### src/design/olir_reduce.sv
// ----------------------------------------------------------------------------
// Ordered list hit reduction
// Registered OR tree that folds the per-cell hit flags into one found flag.
// ----------------------------------------------------------------------------
module olir_reduce #(
  parameter int N = 64
) (
  input  logic         clk,
  input  logic [N-1:0] match,
  output logic         found
);

  localparam int GRP   = 32;
  localparam int NGRP  = (N + GRP - 1) / GRP;
  localparam int TOT_W = NGRP * GRP;

  logic [TOT_W-1:0] padded;
  logic [NGRP-1:0]  grp_r, grp_nxt;

  assign padded = TOT_W'(match);

  // First level: one OR per group of cells.
  for (genvar g = 0; g < NGRP; g++) begin : g_grp
    assign grp_nxt[g] = |padded[g*GRP +: GRP];
  end

  always_ff @(posedge clk) begin
    grp_r <= grp_nxt;
  end

  // Second level: OR across the registered groups.
  assign found = |grp_r;

endmodule

### config.mk
export PLATFORM = sky130hd
export DESIGN_NAME = olir_reduce
export DESIGN_NICKNAME = d
export VERILOG_FILES = /design/src/design/olir_reduce.sv
export SDC_FILE = /design/constraint.sdc
export NUM_CORES = 1
export LEC_CHECK = 0
export BUFFER_PORTS_ARGS = -buffer_cell sky130_fd_sc_hd__buf_2
export CORE_AREA = 3 3 40 42
export DETAILED_ROUTE_END_ITERATION = 8
export DIE_AREA = 0 0 43 45
export GPL_TIMING_DRIVEN = 0
export PLACE_DENSITY = 0.82
export SYNTH_ARGS = -nofsm -noshare
export SYNTH_HDL_FRONTEND = slang
export SYNTH_SLANG_ARGS = --single-unit
### constraint.sdc
create_clock -name clk -period 1.2 [get_ports clk]
set_clock_uncertainty 0.05 [all_clocks]
set_input_delay 0.12 -clock clk [delete_from_list [all_inputs] [get_ports clk]]
set_output_delay 0.12 -clock clk [all_outputs]
set_load 0.1 [all_outputs]
# After elaboration in Yosys (flattened, before gate mapping)
# Index checks and enable logic that the tools add are counted.
op_classes:
  reduce_logical: 3
op_table:
  columns: ["op", "count"]
  rows:
  - ["$reduce_or 32->1", 2]
  - ["$reduce_or 2->1", 1]
totals:
  reg_bits: 2
  output_inout_bits: 1

# Depth between registers and ports, before layout
depth:
  ltp_word: 1
  ltp_mapped: 3
  depth_no_buf: 3

# Worst setup path before layout
# OpenSTA, ideal clock, no wires.
synth_path:
  kind: "reg2out"
  start: "register grp_r[1]"
  end: "output found"
  t_arrival_ns: 0.782
  path_stages_with_launch: 2
  setup_slack_ns: 0.248
  t_required_ns: 1.030
  path_cell_list: "dfxtp_1 -> or2_2"
synth_between:
  elab_chain_cells: 1
synth_rtl:
  columns: ["item", "line", "rtl"]
  rows:
  - ["start, declared", "18", "logic [NGRP-1:0] grp_r, grp_nxt;"]
  - ["start signal, assigned", "28", "grp_r <= grp_nxt;"]
  - ["$reduce_or 2->1", "32", "assign found = |grp_r;"]
  - ["end, declared", "10", "output logic found"]
# Every way passes these cells.

# Worst setup path in the final report
# Same ends and word-level chain as after synthesis.

==> tab_implementation.tex <==
\begin{tabular}{lr}
\hline
Metric & Value \\
\hline
\multicolumn{2}{l}{\textbf{Global route}} \\
\quad Pin count of the biggest net entering global routing & 3 \\
\quad Wire length of the first global-routing pass & between 1.5 and 2 mm \\
\quad Vias in the first global route & 510 \\
\quad GR Overflow Total & 0 \\
\quad Initial antenna violation count & 0 \\
\quad GRT Total Usage & 0.125 \\
\multicolumn{2}{l}{\textbf{Yosys}} \\
\quad Cell with the most instances after synthesis & sky130\_fd\_sc\_hd\_\_nor4\_1 \\
\quad Most instantiated cells after synthesis & sky130\_fd\_sc\_hd\_\_nor4\_1, sky130\_fd\_sc\_hd\_\_nand4\_1, sky130\_fd\_sc\_hd\_\_dfxtp\_1, sky130\_fd\_sc\_hd\_\_nor4\_2, sky130\_fd\_sc\_hd\_\_or2\_1 \\
\quad Post-synthesis net count & 90 \\
\quad Synth Flop Type & sky130\_fd\_sc\_hd\_\_dfxtp\_1 \\
\quad Total standard cell area after synthesis & just under 200 um2 \\
\quad Share of synthesized area occupied by flip-flops and latches & 0.204 \\
\quad Mean instance size in the synthesized netlist & approximately 7.9 um2 \\
\quad Post-Syn Instances & 25 \\
\quad Post-synth top area cell & sky130\_fd\_sc\_hd\_\_nor4\_1 \\
\quad Largest cells by area after synthesis & sky130\_fd\_sc\_hd\_\_nor4\_1, sky130\_fd\_sc\_hd\_\_dfxtp\_1, sky130\_fd\_sc\_hd\_\_nand4\_1 \\
\quad Portion of synthesized cell area occupied by the leading cell type & 0.446 \\
\quad Number of warnings printed during yosys synthesis & 0 \\
\quad Async set-or-reset flop fraction in the synthesized netlist & 0 \\
\quad Number of distinct library cells after synthesis & 6 \\
\quad Number of synthesized flops with an enable pin & 0 \\
\quad Total of flip-flops plus latches after synthesis & 2 \\
\multicolumn{2}{l}{\textbf{Flow run}} \\
\quad Count of max-cap constraint violations & 0 \\
\multicolumn{2}{l}{\textbf{Setup path}} \\
\quad Critical Path End Type & output pin \\
\quad Category of the critical setup timing path & reg -> out \\
\quad Arr. time, crit path & about 0.93 ns \\
\quad Crit-path max cell delay & 0.29 ns \\
\quad Biggest fanout along the worst timing path & 1 \\
\quad Critical path cell sequence & or2\_4, buf\_12 \\
\quad Slowest-stage cell, CP & sky130\_fd\_sc\_hd\_\_dfxtp\_1 \\
\quad Startpoint types & flop \\
\quad CP required & a little over 1 ns \\
\multicolumn{2}{l}{\textbf{Floorplanning}} \\
\quad Die Area & around 1900 um2 \\
\quad Row count & 13 \\
\quad Die height & approximately 45 um \\
\quad I/O pin count & 66 \\
\quad Initial Utilization & 0.153 \\
\quad Floorplan Core Area & approximately 1300 um2 \\
\quad Die X-Extent & between 40 and 50 um \\
\multicolumn{2}{l}{\textbf{Timing}} \\
\quad Setup repair after global routing missed its margin & no \\
\quad Setup violation total in the final timing report & 0 \\
\quad Fmax & a little over 0.9 GHz \\
\quad Headroom to the max-slew limit & 0.825 \\
\quad Total negative slack for setup checks & 0 ns \\
\quad Final count of pins violating max slew & 0 \\
\quad Post-layout minimum cycle time & roughly 1.1 ns \\
\quad Final number of hold-violating endpoints & 0 \\
\quad Portion of the clock cycle consumed by the worst path in the final layout & 0.913 \\
\quad Slew at the pin with the worst max-slew slack & 0.261 ns \\
\multicolumn{2}{l}{\textbf{Outcome}} \\
\quad Run status & complete, no violations \\
\multicolumn{2}{l}{\textbf{Clock tree}} \\
\quad Clock tree from TritonCTS & yes \\
\quad Post-CTS Setup Bufs & 0 \\
\quad Maximum buffer depth of the clock tree & 2 \\
\quad H-Tree Depth & 1 \\
\quad Clock tree root buffer cell & sky130\_fd\_sc\_hd\_\_clkbuf\_4 \\
\quad Number of buffers inserted for hold repair after clock tree synthesis & 0 \\
\quad Number of buffers created by CTS & 3 \\
\quad Num Clock Sinks & 2 \\
\quad Clock slew at the register clock pins of the worst setup and hold paths & about 0.030 ns \\
\multicolumn{2}{l}{\textbf{Power and ir drop}} \\
\quad Peak ir drop on the vdd network & roughly 190 uV \\
\quad Register share of total power & 0.204 \\
\quad Switching power & roughly 0.073 mW \\
\quad Fraction of power spent switching nets & 0.221 \\
\quad Cell internal power dissipation & around 0.26 mW \\
\quad Portion of total power attributed to combinational logic & 0.345 \\
\quad Power density over the cells & $\sim$570 nW/um2 \\
\quad Leakage & 0.304 nW \\
\quad Clock group share of total power & 0.451 \\
\multicolumn{2}{l}{\textbf{Detailed routing}} \\
\quad WL/cell & between 10 and 15 um \\
\quad Vias after detailed routing & 478 \\
\quad Post-detailed-route count of antenna-violating nets & 0 \\
\quad Number of DRC markers in iteration 0 & 1 \\
\quad Final routed DRC violation total & 0 \\
\quad Via/cell ratio & 4.43 \\
\quad Total Routed Length & 1.18 mm \\
\quad Pre-antenna DRT Iters & 2 \\
\multicolumn{2}{l}{\textbf{Placed design}} \\
\quad Input/output buffers & 65 \\
\quad Gpl congestion & roughly 0.7 \\
\multicolumn{2}{l}{\textbf{Cells and area}} \\
\quad ANT cells & 0 \\
\quad Final core area utilization & 0.452 \\
\quad Largest Register & grp\_r \\
\quad Largest registers & grp\_r x2 \\
\quad Layout cells sized above 1 & 0.763 \\
\quad Layout Nets & 160 \\
\quad Max FFs per register & 2 \\
\quad Growth of design area from synthesis to finish & 196\% \\
\multicolumn{2}{l}{\textbf{Hold path}} \\
\quad Worst hold-check path type & in -> reg \\
\hline
\end{tabular}
## kinds of logic after synthesis
group	after synthesis	synth area share
flops	2	0.204
simple gates	23	0.796
## area by class of cell
cell class,instances,area (um2)
flip-flops and latches,2,40.0
clock buffers,3,22.5
fillers,133,704
multi-input cells,23,159
well taps,15,18.8
repair buffers,65,340
## power by group through the flow
stage	logic [mW]	clock network, mW	registers (mW)
after floorplan	0.0106	0	0.0679
after global placement	0.111	0	0.0679
after detailed placement	0.114	0	0.0679
after CTS	0.115	0.159	0.0670
after global routing	0.127	0.175	0.0669
final	0.114	0.149	0.0670
## worst max-delay path, delay by kind of cell, from the launching register on
kind,cells,cell delay [ns]
buf+inv,1,0.16
flops,1,0.29
simple gates,1,0.25
## cells in the final DEF (no fill, tap or decap)
cell type,Yosys,routed
sky130_fd_sc_hd__nor4_1,14,14
sky130_fd_sc_hd__or2_4,0,1
sky130_fd_sc_hd__buf_12,0,1
sky130_fd_sc_hd__nand4_1,4,4
sky130_fd_sc_hd__or2_1,2,2
sky130_fd_sc_hd__clkbuf_4,0,3
sky130_fd_sc_hd__nor4_2,2,2
sky130_fd_sc_hd__buf_2,0,64
sky130_fd_sc_hd__dfxtp_1,2,2
## path summary, 6_finish.rpt
check / from / endpoint / slack, ns / cells past startpoint
worst max-delay path: grp_r[1] / found / 0.10 / 2
worst min-delay path: match[54] / grp_r[1] / 0.13 / 4
## what timing repair did
item,CTS,global route
endpoints found under the setup margin,1,1
resized for setup,2,3
pin swaps,0,0
## stage by stage
stage | total power, mW | instance area, um2 | hold WS [ns] | std cells | setup slack (ns)
final | 0.329 | 581 | 0.129 | 108 | 0.105
after floorplan | 0.0785 | 196 | 0.243 | 25 | 0.248
after global routing | 0.369 | 581 | 0.121 | 108 | 0.0644
after CTS | 0.341 | 569 | 0.126 | 108 | 0.0273
after global placement | 0.178 | 541 | 0.361 | 105 | 0.151
after detailed placement | 0.182 | 541 | 0.363 | 105 | 0.160
## per-layer routing
metal,share of wire,GRT usage
met5,0,0
met4,0,0.0542
met3,0.039,0.0717
met2,0.66,0.246
met1,0.30,0.0983
Power figures use the tool's default switching activity.
