--- config.mk ---
export PLATFORM = sky130hd
export DESIGN_NAME = olir_cell
export DESIGN_NICKNAME = d
export VERILOG_FILES = /design/src/design/olir_pkg.sv /design/src/design/olir_cell.sv
export SDC_FILE = /design/constraint.sdc
export NUM_CORES = 1
export LEC_CHECK = 0
export ABC_CLOCK_PERIOD_IN_PS = 6100
export BUFFER_PORTS_ARGS = -buffer_cell sky130_fd_sc_hd__buf_2
export CAP_MARGIN = 25
export CORE_MARGIN = 2
export CORE_UTILIZATION = 26
export DETAILED_ROUTE_END_ITERATION = 6
export SLEW_MARGIN = 5
export SYNTH_ARGS = -nofsm -noshare
export SYNTH_HDL_FRONTEND = slang
export SYNTH_SLANG_ARGS = --single-unit
--- constraint.sdc ---
create_clock -name clk -period 6.1 [get_ports clk]
set_input_delay 1.22 -clock clk [delete_from_list [all_inputs] [get_ports clk]]
set_output_delay 1.22 -clock clk [all_outputs]
set_load 0.02 [all_outputs]
--- src/design/olir_pkg.sv ---
// ----------------------------------------------------------------------------
// Ordered list package
// Beat types, action and status codes shared by the ordered list modules.
// ----------------------------------------------------------------------------
package olir_pkg;

  // Default number of entries the list can hold.
  localparam int DEF_CAPACITY = 64;

  // Fixed field widths.
  localparam int POS_W     = 7;
  localparam int VAL_W     = 32;
  localparam int CNT_OUT_W = 7;

  // Action codes carried by an input beat.
  typedef enum logic [1:0] {
    ACT_INSERT = 2'd0,
    ACT_REMOVE = 2'd1,
    ACT_SEARCH = 2'd2
  } action_t;

  // Status codes carried by a result beat.
  typedef enum logic [1:0] {
    ST_DONE  = 2'd0,
    ST_FULL  = 2'd1,
    ST_EMPTY = 2'd2,
    ST_RANGE = 2'd3
  } status_t;

  // Input beat.
  typedef struct packed {
    logic [1:0]              action;
    logic signed [VAL_W-1:0] value;
    logic [POS_W-1:0]        position;
  } in_beat_t;

  // Result beat.
  typedef struct packed {
    logic                 found;
    logic [CNT_OUT_W-1:0] entry_count;
    logic [1:0]           status;
  } out_beat_t;

  // Operation broadcast to every cell of the chain.
  typedef struct packed {
    logic                    ins;
    logic                    rem;
    logic                    srch;
    logic [POS_W-1:0]        position;
    logic signed [VAL_W-1:0] value;
  } cell_op_t;

endpackage

--- src/design/olir_cell.sv ---
// ----------------------------------------------------------------------------
// Ordered list cell
// Holds one entry; shifts from its neighbours on insert and remove and
// compares its entry against a search value.
// ----------------------------------------------------------------------------
module olir_cell #(
  parameter int IDX   = 0,
  parameter int CNT_W = 7
) (
  input  logic                             clk,
  input  logic                             rst_n,
  input  olir_pkg::cell_op_t               op,
  input  logic [CNT_W-1:0]                 cnt,
  input  logic signed [olir_pkg::VAL_W-1:0] left_entry,
  input  logic signed [olir_pkg::VAL_W-1:0] right_entry,
  output logic signed [olir_pkg::VAL_W-1:0] entry,
  output logic                             match
);
  import olir_pkg::*;

  localparam int CMP_W = (CNT_W > POS_W) ? CNT_W : POS_W;
  localparam logic [CMP_W-1:0] IDX_C = CMP_W'(IDX);
  localparam logic [CNT_W-1:0] IDX_N = CNT_W'(IDX);

  logic signed [VAL_W-1:0] entry_r, entry_nxt;
  logic                    match_r, match_nxt;
  logic [CMP_W-1:0]        pos_c;

  assign pos_c = CMP_W'(op.position);

  // Entries after the insert point take the left neighbour's beat; entries
  // from the remove point onwards take the right neighbour's.
  always_comb begin
    entry_nxt = entry_r;
    if (op.ins) begin
      if (IDX_C > pos_c) begin
        entry_nxt = left_entry;
      end else if (IDX_C == pos_c) begin
        entry_nxt = op.value;
      end
    end else if (op.rem && (IDX_C >= pos_c)) begin
      entry_nxt = right_entry;
    end
  end

  // Only occupied cells may report a hit.
  assign match_nxt = op.srch && (IDX_N < cnt) && (entry_r == op.value);

  always_ff @(posedge clk) begin
    entry_r <= entry_nxt;
  end

  always_ff @(posedge clk) begin
    if (!rst_n) begin
      match_r <= 1'b0;
    end else begin
      match_r <= match_nxt;
    end
  end

  assign entry = entry_r;
  assign match = match_r;

endmodule

Word-level counts from Yosys, hierarchy flattened
Index checks and enable logic that the tools add are counted.
{ "classes": {"magnitude_cmp": 3, "n_eq_ne": 2, "n_mux": 4, "n_reduce_logical": 6} }
{ "ops": {"columns": ["cell", "n"], "rows": [
  ["2-to-1 mux 32 bit", 4],
  ["== test 32 bit", 1],
  ["greater-or-equal comparator 1 x 7 -> 1 bit (first input constant)", 1],
  ["greater-than comparator 1 x 7 -> 1 bit (first input constant)", 1],
  ["logical NOT 7 bit", 1],
  ["< comparator 1 x 7 -> 1 bit (first input constant)", 1],
  ["logical AND 1 bit", 3],
  ["!= test 3 x 1 -> 1 bit (second input constant)", 1],
  ["AND reduction 2 bit", 1],
  ["nonzero test 2 bit", 1]
]} }
{ "word_totals": {"ff_bits": 33, "elab_cells": 17} }

Longest topological paths before layout
{ "depth": {"ltp_word": 4, "depth_mapped": 4, "depth_no_buf": 4} }

Least setup slack after synthesis
No wires, ideal clock.
{ "synth_path": {"path_kind": "input -> register", "from": "in op[41] (netlist bit)", "to": "reg entry_r[0], in the netlist entry[0], enable pin", "setup_time_ns": 0.505, "arrival_time_ns": 4.739, "path_slack_ns": 0.857, "cell_stages": 4, "n_path_buf": 2, "cell_sequence": "buf_2 > buf_2 > o21ai_0 > nor4_1"} }
{ "synth_via": {"elab_chain_cells": 2, "elab_cells_between_ends": 3} }
{ "synth_lines": {"columns": ["item", "line", "rtl"], "rows": [
  ["start, declared", "olir_cell.sv:12", "input olir_pkg::cell_op_t op,"],
  ["!= test 3 x 1 -> 1 bit (no source line) / nonzero test 2 bit (equally long branches)", null, null],
  ["AND reduction 2 bit (no source line) (*)", null, null],
  ["end signal, assigned", "olir_cell.sv:50", "entry_r <= entry_nxt;"],
  ["end, declared", "olir_cell.sv:25", "logic signed [VAL_W-1:0] entry_r, entry_nxt;"]
]} }
Every way passes the cells marked *; elsewhere a longest branch is shown, timed or not.
A chain may end at the register's enable or synchronous reset.

Worst setup path in the final report
{ "layout_path": {"from": "in op[41] (netlist bit)", "to": "reg entry_r[15], in the netlist entry[15], enable pin"} }
The elaborated chain is that of the path after synthesis.

==> metrics <==
synthesized area per cell=14.9 sq um; Yosys Warn Count=0; Pre-antenna DRT Iters=4; Post-synth top cells=edfxtp_1, mux2_2, xor2_1; Via density=4.41; Cell Chain, Critical Path=buf_2 -> o21ai_0 -> nor4_2 -> buf_4; layout cells sized above 1=67.4%; antenna-violating nets left=0; nature of the critical path startpoint=primary input; Final Util=38.2%; Clock Root Buffer=clkbuf_8; Total Power=0.531 mW; ant diodes=0; CTS tree=done; clock-pin slew on the worst setup and hold paths=0.07 ns; largest net degree at the start of global routing=34; global route overflow=0; FMAX=364 MHz; fin nets=353; Leak=1.08 nW; Worst-Skew Late Latency=0.27 ns; CP Data Arrival Time=2.68 ns; area of the mapped netlist=0.00178 sq mm; worst rel slew slack=48.3%; CTS sink cnt=33; Layout area overhead=44.2%; Final Max Tran Viols=0; First DRT Iteration DRCs=34; met2 GRT Util=19.2%; Crit. End Element=flop; GRT met3 Usage=3.62%; Final Hold Viols=0; vias in the first global route=1,368; syn_nets=234; met1 GRT Util=12.3%; CP Class=primary input to flop; final std cells w/o fill=319; hpwl dp=3340 um; post-synth cell types=13; setup bufs post-CTS=0; kind of cell adding the most delay to the critical path=buffers and inverters; CTS resizes=0; Filler cells=678; post-route minimum period=2.75 ns; setup TNS=0 ns; GR peak layer=met2; routability cong.=0.739; Area contributors post-synth=edfxtp_1, mux2_2, xor2_1; RSZ-0062 raised after global routing=false; top_reg_cell synth=edfxtp_1; Buffers & Inverters on Critical Path=2; Seq/Total Area, Yosys=55.2%; period utilization=45.1%; slew of the pin with the lowest slew margin=0.775 ns; GRT Util Overall=11.0%; Cells after Synth=119; max incr delay on CP=0.59 ns; Yosys top cell area share=54.0%; total CTS buffers=5; Worst Skew=0.00401 ns; Boundary Pins=148; clk buf depth=2; Final setup viols=0; Initial Utilization=26.5%; peak supply drop=93.5 uV; vias=1,408; DRC Markers=0; worst min-delay path class=flop to flop; Detailed Route WL=4290 um; pre-CTS setup slack=3.02 ns; max cap viols=0; final worst slack=3.35 ns; FP Rows=30; maximum level of the CTS H-tree=2; # hold bufs at CTS=0; first-pass GRT wire length=6230 um; cell count after placement=311; number of flops mapped to enable cells by yosys=32; post-synthesis async set-or-reset flop share=0%; status=finished clean; number of synthesized register bits=33; chip height=86.7 um; CORE AREA=0.00672 sq mm; power per cell area=207 mW/mm^2; Die ar.=0.00752 sq mm; Synth area leader=edfxtp_1; Die Wd=86.7 um; Crit-path slowest cell=buf_2; CP required=6.03 ns; initial antenna violation count=0; crit-path max FO=33; Routed wire per std cell=13.5 um; port bufs=115
## worst min-delay path, stage by stage (launching register included)
cell and delay (ns):
edfxtp_1 0.36, xnor2_1 0.06, nand4_1 0.11, nor4_2 0.05
## final cells by class
cell class / instances / area (sq um) / share of cell area, %
repair buffers: 116 / 583 / 22.7
flip-flops and latches: 33 / 981 / 38.3
clock buffers: 7 / 86.3 / 3.37
multi-input cells: 82 / 783 / 30.6
clock inverters: 1 / 30.0 / 1.17
well taps: 80 / 100 / 3.90
## layout by cell type, fill, tap and decap left out
cell / instances
buf_2: 115
mux2_2: 32
edfxtp_1: 32
xor2_1: 27
nor4_2: 6
clkbuf_8: 6
xnor2_1: 5
nor4_1: 4
nand4_1: 3
nor3_1: 2
o21ai_0: 1
nand2_1: 1
nand3_1: 1
bufinv_16: 1
clkbuf_1: 1
dfxtp_1: 1
buf_4: 1
## worst paths after layout
| kind | from | cells past startpoint | endpoint | slack [ns] |
|---|---|---|---|---|
| max | op[41] | 4 | entry[15] | 3.35 |
| min | entry[3] | 3 | match | 0.64 |
| max reg2reg | entry[21] | 4 | match | 4.71 |
| min reg2reg | entry[3] | 3 | match | 0.64 |
## power breakdown
group          internal, mW  total [mW]  switching [mW]  leakage [nW]
combinational        0.0407      0.0675          0.0268         0.721
sequential            0.251       0.252        0.000707         0.296
clock                 0.133       0.211          0.0779        0.0585
## per-layer routing
metal / wire, um / share of wire (%)
met5: 0 / 0
met4: 40 / 0.93
met3: 372 / 8.7
met2: 2070 / 48
met1: 1810 / 42
## state kept, by name (all words and copies together) (netlist names)
name / flops
entry: 32
match: 1
## metrics by stage
| stage | cell area (sq um) | hold slack (ns) |
|---|---|---|
| 2_1_floorplan | 1780 | 0.706 |
| 3_3_place_gp | 2450 | 0.626 |
| 3_5_place_dp | 2450 | 0.630 |
| 4_1_cts | 2560 | 0.644 |
| 5_1_grt | 2560 | 0.675 |
| 6_report | 2560 | 0.639 |
## kinds of logic (layout without fill, tap and decap cells)
| logic type | Yosys count | count (layout) | synth area share (%) |
|---|---|---|---|
| XOR/XNOR | 32 | 32 | 15.8 |
| AND/OR/NAND/NOR | 17 | 17 | 7.39 |
| buffers and inverters | 4 | 124 | 1.13 |
| multiplexers | 32 | 32 | 20.3 |
| flip-flops | 33 | 33 | 55.2 |
| AO/OA/AOI/OAI | 1 | 1 | 0.281 |
Power figures use the tool's default switching activity.
